**src/hdl/dual_encoder_mt_speed_defines.svh**
```systemverilog
// Assertion macros for the dual encoder speed meter.
// Included by the top level; needs nothing else.
`ifndef DUAL_ENCODER_MT_SPEED_DEFINES_SVH
`define DUAL_ENCODER_MT_SPEED_DEFINES_SVH

// Same-cycle implication, disabled in reset
`define DEMS_ASSERT_NOW(label, clk, rst, cond, conseq, msg) \
   label: assert property (@(posedge clk) disable iff (rst) (cond) |-> (conseq)) \
      else $error(msg);

// Next-cycle implication, disabled in reset
`define DEMS_ASSERT_NEXT(label, clk, rst, cond, conseq, msg) \
   label: assert property (@(posedge clk) disable iff (rst) (cond) |=> (conseq)) \
      else $error(msg);

`endif

```
**src/hdl/dems_pkg.sv**
```systemverilog
// Shared types and constants of the dual encoder speed meter.
// No dependencies.
package dems_pkg;

   localparam int DEMS_Q_BITS = 24;

   // Magnitude widths of the speed numerator and denominator
   localparam int NUM_W = 39;
   localparam int DEN_W = 47;

   // Configuration register indexes
   localparam logic [2:0] CSR_SAMPLE_FREQ    = 3'd0;
   localparam logic [2:0] CSR_LINES_PER_REV  = 3'd1;
   localparam logic [2:0] CSR_MAX_SPEED_Q    = 3'd2;
   localparam logic [2:0] CSR_MIN_COUNT_STEP = 3'd3;
   localparam logic [2:0] CSR_JUMP_LIMIT_A   = 3'd4;
   localparam logic [2:0] CSR_JUMP_LIMIT_B   = 3'd5;

   // Result status codes
   localparam logic [1:0] STATUS_OK      = 2'd0;
   localparam logic [1:0] STATUS_ABORT_A = 2'd1;
   localparam logic [1:0] STATUS_ABORT_B = 2'd2;

   typedef enum logic [3:0] {
      ST_IDLE,
      ST_SETUP,
      ST_MUL1,
      ST_MUL2,
      ST_DIV1,
      ST_DIV2,
      ST_FILT1,
      ST_FILT2,
      ST_FILT3,
      ST_OUT
   } dems_state_type;

   // Divider status toward the sequencer
   typedef struct packed {
      logic               busy;
      logic               done;
      logic signed [31:0] quot;
   } dems_div_rsp_type;

endpackage

```
**src/hdl/dems_div.sv**
```systemverilog
// Bit-serial restoring divider: min(floor(dividend / divisor), cap), signed result.
// Depends on dems_pkg.
module dems_div
   import dems_pkg::*;
#(
   parameter int Q_BITS = DEMS_Q_BITS
) (
   input  logic                        clock,
   input  logic                        reset,
   input  logic                        start,
   input  logic                        neg,
   input  logic [NUM_W+Q_BITS-1:0]     dividend,
   input  logic [DEN_W-1:0]            divisor,
   output dems_div_rsp_type            rsp
);

   localparam int DVD_W = NUM_W + Q_BITS;
   localparam int CNT_W = $clog2(DVD_W + 1);

   logic [DVD_W-1:0] dvd_ff;
   logic [DEN_W-1:0] dvs_ff;
   logic [DEN_W-1:0] rem_ff;
   logic [32:0]      q_ff;
   logic             ovf_ff;
   logic             neg_ff;
   logic [CNT_W-1:0] cnt_ff;
   logic             busy_ff;
   logic             done_ff;

   logic [DEN_W:0]   trial;
   logic             fits;
   logic [32:0]      cap;
   logic [32:0]      mag;

   // One quotient bit per cycle
   always_comb begin
      trial = {rem_ff, dvd_ff[DVD_W-1]};
      fits  = trial >= {1'b0, dvs_ff};
   end

   always_ff @(posedge clock) begin
      if (reset) begin
         busy_ff <= 1'b0;
         done_ff <= 1'b0;
         cnt_ff  <= '0;
      end else begin
         done_ff <= 1'b0;
         if (start) begin
            busy_ff <= 1'b1;
            cnt_ff  <= CNT_W'(DVD_W);
         end else if (busy_ff) begin
            cnt_ff <= cnt_ff - 1'b1;
            if (cnt_ff == CNT_W'(1)) begin
               busy_ff <= 1'b0;
               done_ff <= 1'b1;
            end
         end
      end
   end

   always_ff @(posedge clock) begin
      if (start) begin
         dvd_ff <= dividend;
         dvs_ff <= divisor;
         rem_ff <= '0;
         q_ff   <= '0;
         ovf_ff <= 1'b0;
         neg_ff <= neg;
      end else if (busy_ff) begin
         dvd_ff <= {dvd_ff[DVD_W-2:0], 1'b0};
         rem_ff <= fits ? DEN_W'(trial - {1'b0, dvs_ff}) : trial[DEN_W-1:0];
         q_ff   <= {q_ff[31:0], fits};
         ovf_ff <= ovf_ff | q_ff[32];
      end
   end

   // Saturate and apply sign
   always_comb begin
      cap = neg_ff ? 33'h0_8000_0000 : 33'h0_7FFF_FFFF;
      mag = (ovf_ff || (q_ff > cap)) ? cap : q_ff;
      rsp.busy = busy_ff;
      rsp.done = done_ff;
      rsp.quot = neg_ff ? 32'(-mag) : mag[31:0];
   end

endmodule

```
**config.mk**
```make
export PLATFORM = sky130hd
export DESIGN_NAME = dems_div
export DESIGN_NICKNAME = d
export VERILOG_FILES = /design/src/hdl/dual_encoder_mt_speed_defines.svh /design/src/hdl/dems_pkg.sv /design/src/hdl/dems_div.sv
export SDC_FILE = /design/constraint.sdc
export NUM_CORES = 1
export LEC_CHECK = 0
export BUFFER_PORTS_ARGS = -buffer_cell sky130_fd_sc_hd__clkbuf_2
export CORE_MARGIN = 5
export CORE_UTILIZATION = 40
export DETAILED_ROUTE_END_ITERATION = 8
export PLACE_DENSITY = 0.62
export RECOVER_POWER = 100
export SYNTH_ARGS = -nofsm -noshare
export SYNTH_HDL_FRONTEND = slang
export SYNTH_SLANG_ARGS = --single-unit
```
**constraint.sdc**
```tcl
create_clock -name clock -period 15.89 [get_ports clock]
set_input_delay 3.178 -clock clock [delete_from_list [all_inputs] [get_ports clock]]
set_output_delay 3.178 -clock clock [all_outputs]
set_load 0.02 [all_outputs]
```
=== Yosys cells after proc, flatten, opt, wreduce, memory -nomap -nowiden ===
Cells that the tools add are included.

* Muxes and demuxes: 12
* Bitwise logic cells: 2
* Multipliers: 0
* Add/sub/neg operators: 3
* Reductions and logical operators: 3
* Eq/ne operators: 1
* Shift operators: 0
* Magnitude comparators: 2
* Div/mod/pow operators: 0

{| class="wikitable"
|+ Operators with widths
! cell !! count
|-
| $mux 63 || 2
|-
| $mux 32 || 3
|-
| $ge 48x47->1 || 1
|-
| $mux 47 || 1
|-
| $sub 47x47->47 || 1
|-
| $gt 33x32->1 || 1
|-
| $neg 32->32 || 1
|-
| $mux 6 || 2
|-
| $eq 6x1->1 const B || 1
|-
| $sub 6x1->6 const B || 1
|-
| $mux 1 || 4
|-
| $reduce_or 3->1 || 1
|-
| $reduce_bool 2->1 || 1
|-
| $logic_or 1x1->1 || 1
|-
| $not 1->1 || 1
|-
| $or 1x1->1 || 1
|}

* Bits in latches: 0
* Output and inout port bits: 34
* Word-level logic and storage cells: 32
* Bits in read-only memories: 0
* RAM bits: 0
* Input bits: 114
* Memories: 0
* Flip-flop bits (word level): 200

=== Depth between registers and ports, before layout ===
* Word-level depth: 6
* Gate-level depth with buffers: 19
* Depth with buffers taken out: 16

=== Worst setup path before layout ===
OpenSTA, ideal clock, no wires.

* Kind: reg2out
* From: reg neg_ff
* To: out rsp[10] (netlist bit)
* Cell stages (with the launch flop): 16
* Data required time: 12.712 ns
* Setup slack: 7.822 ns
* Buffers on the path: 5
* Data arrival time: 4.890 ns
* Path through: edfxtp_1 clkbuf_1 clkinv_1 ha_1 a2111oi_0 o21ai_0 nor3b_1 nor2_1 clkbuf_1 clkbuf_1 o21ai_0 ha_1 clkbuf_1 clkbuf_1 o21ai_0 a31oi_1

{| class="wikitable"
|+ RTL lines
! what !! RTL line !! text
|-
| from (decl) || dems_div.sv:25 || <nowiki>logic neg_ff;</nowiki>
|-
| from (signal assigned) || dems_div.sv:68 || <nowiki>neg_ff <= neg;</nowiki>
|-
| to (decl) || dems_div.sv:14 || <nowiki>output dems_div_rsp_type rsp</nowiki>
|}

==> flow_metrics.env <==
export IMPL_status="finished with violations"
export IMPL_violations="capacitance limit, slew limit"
export IMPL_yosysMostFrequentCell="nor2_1"
export IMPL_nNetsFinal=1585
export IMPL_worstRegToRegCells=3
export IMPL_synth_top_family_by_area="compound AO/OA/AOI/OAI gates"
export IMPL_die_h_um=186
export IMPL_overflow=0
export IMPL_cp_slowest_stage_delay_ns=2.28
export IMPL_synth_edff_count=111
export IMPL_hold_class="register to register"
export IMPL_htreeDepth=4
export IMPL_dpl_worst_slack_ns=7.11
export IMPL_setup_viol=0
export IMPL_whs_ns=0.508
export IMPL_cp_end_kind="output pin"
export IMPL_cp_max_fo=75
export IMPL_rsz0062_at_grt="no"
export IMPL_synth_nets=1487
export IMPL_post_dp_hpwl_um=20000
export IMPL_ys_seq_elements=200
export IMPL_cp_startpoint="neg_ff"
export IMPL_port_buffers=147
export IMPL_cp_cell_sequence="clkbuf_1, clkinv_1, ha_1, a2111oi_0, o21ai_0, nor3b_1, nor2_2, buf_4, o21ai_0, ha_1, nand3_1, o21ai_0, xnor2_1, nor2_1, a31oi_1, clkbuf_1"
export IMPL_grt_pass1_wl_um=46300
export IMPL_final_setup_tns_ns=0
export IMPL_cts_max_path_buffers=2
export IMPL_layout_area_overhead_vs_synth_pct=12.1
export IMPL_synth_compound_area_frac=0.195
export IMPL_slew_headroom=-1.50
export IMPL_drtAntennaViolNets=0
export IMPL_slew_viol_final=382
export IMPL_syn_inst=1290
export IMPL_post_route_period_util=0.753
export IMPL_synthMuxAreaShare=0.0977
export IMPL_synthAdderAreaFrac=0.0842
export IMPL_drc=0
export IMPL_wl_per_cell_um=15.6
export IMPL_startpoint_type="register"
export IMPL_cts_made_buffers=17
export IMPL_crit_top_cell="o21ai_0"
export IMPL_cts_hold_buf=0
export IMPL_r2r_slack_ns=10.00
export IMPL_die_area_um2=34700
export IMPL_reg2reg_to="dvd_ff[56]"
export IMPL_p_leak_nw=6.02
export IMPL_power_mw=1.40
export IMPL_path_buf_inv=4
export IMPL_antenna_cells=0
export IMPL_hold_viol=0
export IMPL_chipWidth_um=186
export IMPL_gp_congestion=0.871
export IMPL_crit_type="register to output pin"
export IMPL_syn_avg_cell_area_um2=9.63
export IMPL_start_util=0.405
export IMPL_route_vias_total=9804
export IMPL_drv_cap=6
export IMPL_yosysTopAreaCell="edfxtp_1"
export IMPL_cts_root_buf="clkbuf_16"
export IMPL_skew_ns=0.0110
export IMPL_grt_max_degree=97
export IMPL_fin_ws_ns=3.93
export IMPL_critical_path_cell_count=16
export IMPL_ir_worst_vdd_mv=0.0561
export IMPL_synthesis_area_um2=12400
export IMPL_critical_path_arrival_ns=8.78
export IMPL_synth_top_area_frac=0.268
export IMPL_cp_slowest_cell="clkbuf_1"
export IMPL_required_ns=12.71
export IMPL_clock_fmax_ghz=0.0836
export IMPL_first_iter_violations=643
export IMPL_synth_xor_area_share=0.0317
export IMPL_coreArea_um2=30700
export IMPL_drive_above_1_share=0.174
export IMPL_worstMarginPinSlew_ns=3.74
export IMPL_netlist_top_cells_count="141 x nor2_1, 111 x edfxtp_1, 99 x a21oi_1"
export IMPL_antenna_found_initial=1
export IMPL_wl_um=28000
export IMPL_ys_warn_count=0
export IMPL_synth_simple_area_share=0.130
export IMPL_powerDensity_nw_per_um2=100
export IMPL_cts_tree="built"
export IMPL_post_cts_resized=0
export IMPL_path_clk_slew_ns=0.08
export IMPL_dr_pass1_iters=5
export IMPL_ys_seq_area_frac=0.412
export IMPL_r2r_start="busy_ff"
export IMPL_synth_flop_cell="edfxtp_1"
export IMPL_clock_sinks=200
export IMPL_rows=64
export IMPL_clk_latency_ns=0.44
export IMPL_routed_via_density=5.46
export IMPL_post_cts_repair_setup_buffers=0
export IMPL_synthTopCellsByArea="edfxtp_1 27%, dfxtp_1 14%, ha_1 8.3%"
export IMPL_cp_endpoint="rsp[28]"
export IMPL_grtUsageTotal=0.161
export IMPL_grt_pass1_vias=9371
export IMPL_pin_count=148
export IMPL_ys_async_sr_fraction=0
export IMPL_period_needed_ns=11.96
export IMPL_crit_family="buffers and inverters"
export IMPL_yosysUniqueCellTypes=85
how the worst min path moves through the flow:
stage                     startpoint          to  cells past startpoint
after CTS                 rem_ff[38]  rem_ff[38]                      2
after detailed placement   rem_ff[9]   rem_ff[9]                      2
final                     rem_ff[38]  rem_ff[38]                      2
after global routing      rem_ff[17]  rem_ff[17]                      2
after floorplan               ovf_ff      ovf_ff                      2
after global placement    rem_ff[16]  rem_ff[16]                      2
layer usage:
layer / share of wire / wire [µm] / global-route usage
met1: 0.48 / 13600 / 0.230
met2: 0.45 / 12500 / 0.249
met3: 0.057 / 1590 / 0.0348
met4: 0.012 / 335 / 0.0405
met5: 0.00025 / 7 / 0
cells by family (layout without fill, tap and decap cells):
family	after synthesis	count (layout)
AOI/OAI and AO/OA	368	368
and+or+nand+nor	334	334
DFF	200	200
buffers and inverters	147	258
muxes	113	113
adders and majority gates	83	83
xor gates and xnor gates	45	45
placed cells by master, fill, tap and decap left out, types with 8 or more instances in the layout:
master and instances:
nor2_1 140, clkbuf_2 112, edfxtp_1 111, a21oi_1 99
dfxtp_1 89, ha_1 82, inv_1 70, o21ai_0 66
mux2_2 66, nand2_1 55, mux2i_1 47, a21o_1 44
a211oi_1 43, clkbuf_1 39, nand4_1 23, xor2_1 23
nor3_1 22, xnor2_1 22, nand3_1 19, a31oi_1 18
clkbuf_16 17, nor2b_1 15, o22ai_1 10, o21bai_1 9
o211ai_1 8, and2_1 8, o21a_1 8
metrics by stage:
step	util	cell area [µm²]	std cells
after detailed placement	0.436	13400	1765
after floorplan	-	12400	1290
after global routing	0.454	13900	1797
final	0.454	13900	1797
after global placement	0.436	13400	1765
after CTS	0.456	14000	1797
sequential cells by signal, summed over array words and instances (netlist names):
| register | cells |
|---|---|
| busy_ff | 1 |
| cnt_ff | 6 |
| done_ff | 1 |
| dvd_ff | 63 |
| dvs_ff | 47 |
| neg_ff | 1 |
| ovf_ff | 1 |
| q_ff | 33 |
| rem_ff | 47 |
worst min-delay path, delay by kind of cell, from the launching register on:
family	cells	cell delay [ns]
AOI/OAI and AO/OA	1	0.05
DFF	1	0.33
and+or+nand+nor	1	0.08
layout make-up:
| type | instances | area (µm²) |
|---|---|---|
| Fill cell | 2986 | 16700 |
| Multi-Input combinational cell | 943 | 6700 |
| Sequential cell | 200 | 5110 |
| Timing Repair Buffer | 155 | 737 |
| Tap cell | 396 | 495 |
| Clock buffer | 17 | 425 |
| Inverter | 71 | 267 |
| Clock inverter | 15 | 185 |
power by group:
part	switching (mW)	total, mW	internal, mW	leakage (nW)
registers	0.0227	0.616	0.593	1.83
logic	0.194	0.337	0.143	3.89
clock network	0.227	0.445	0.217	0.298
(Power assumes the default switching activity.)
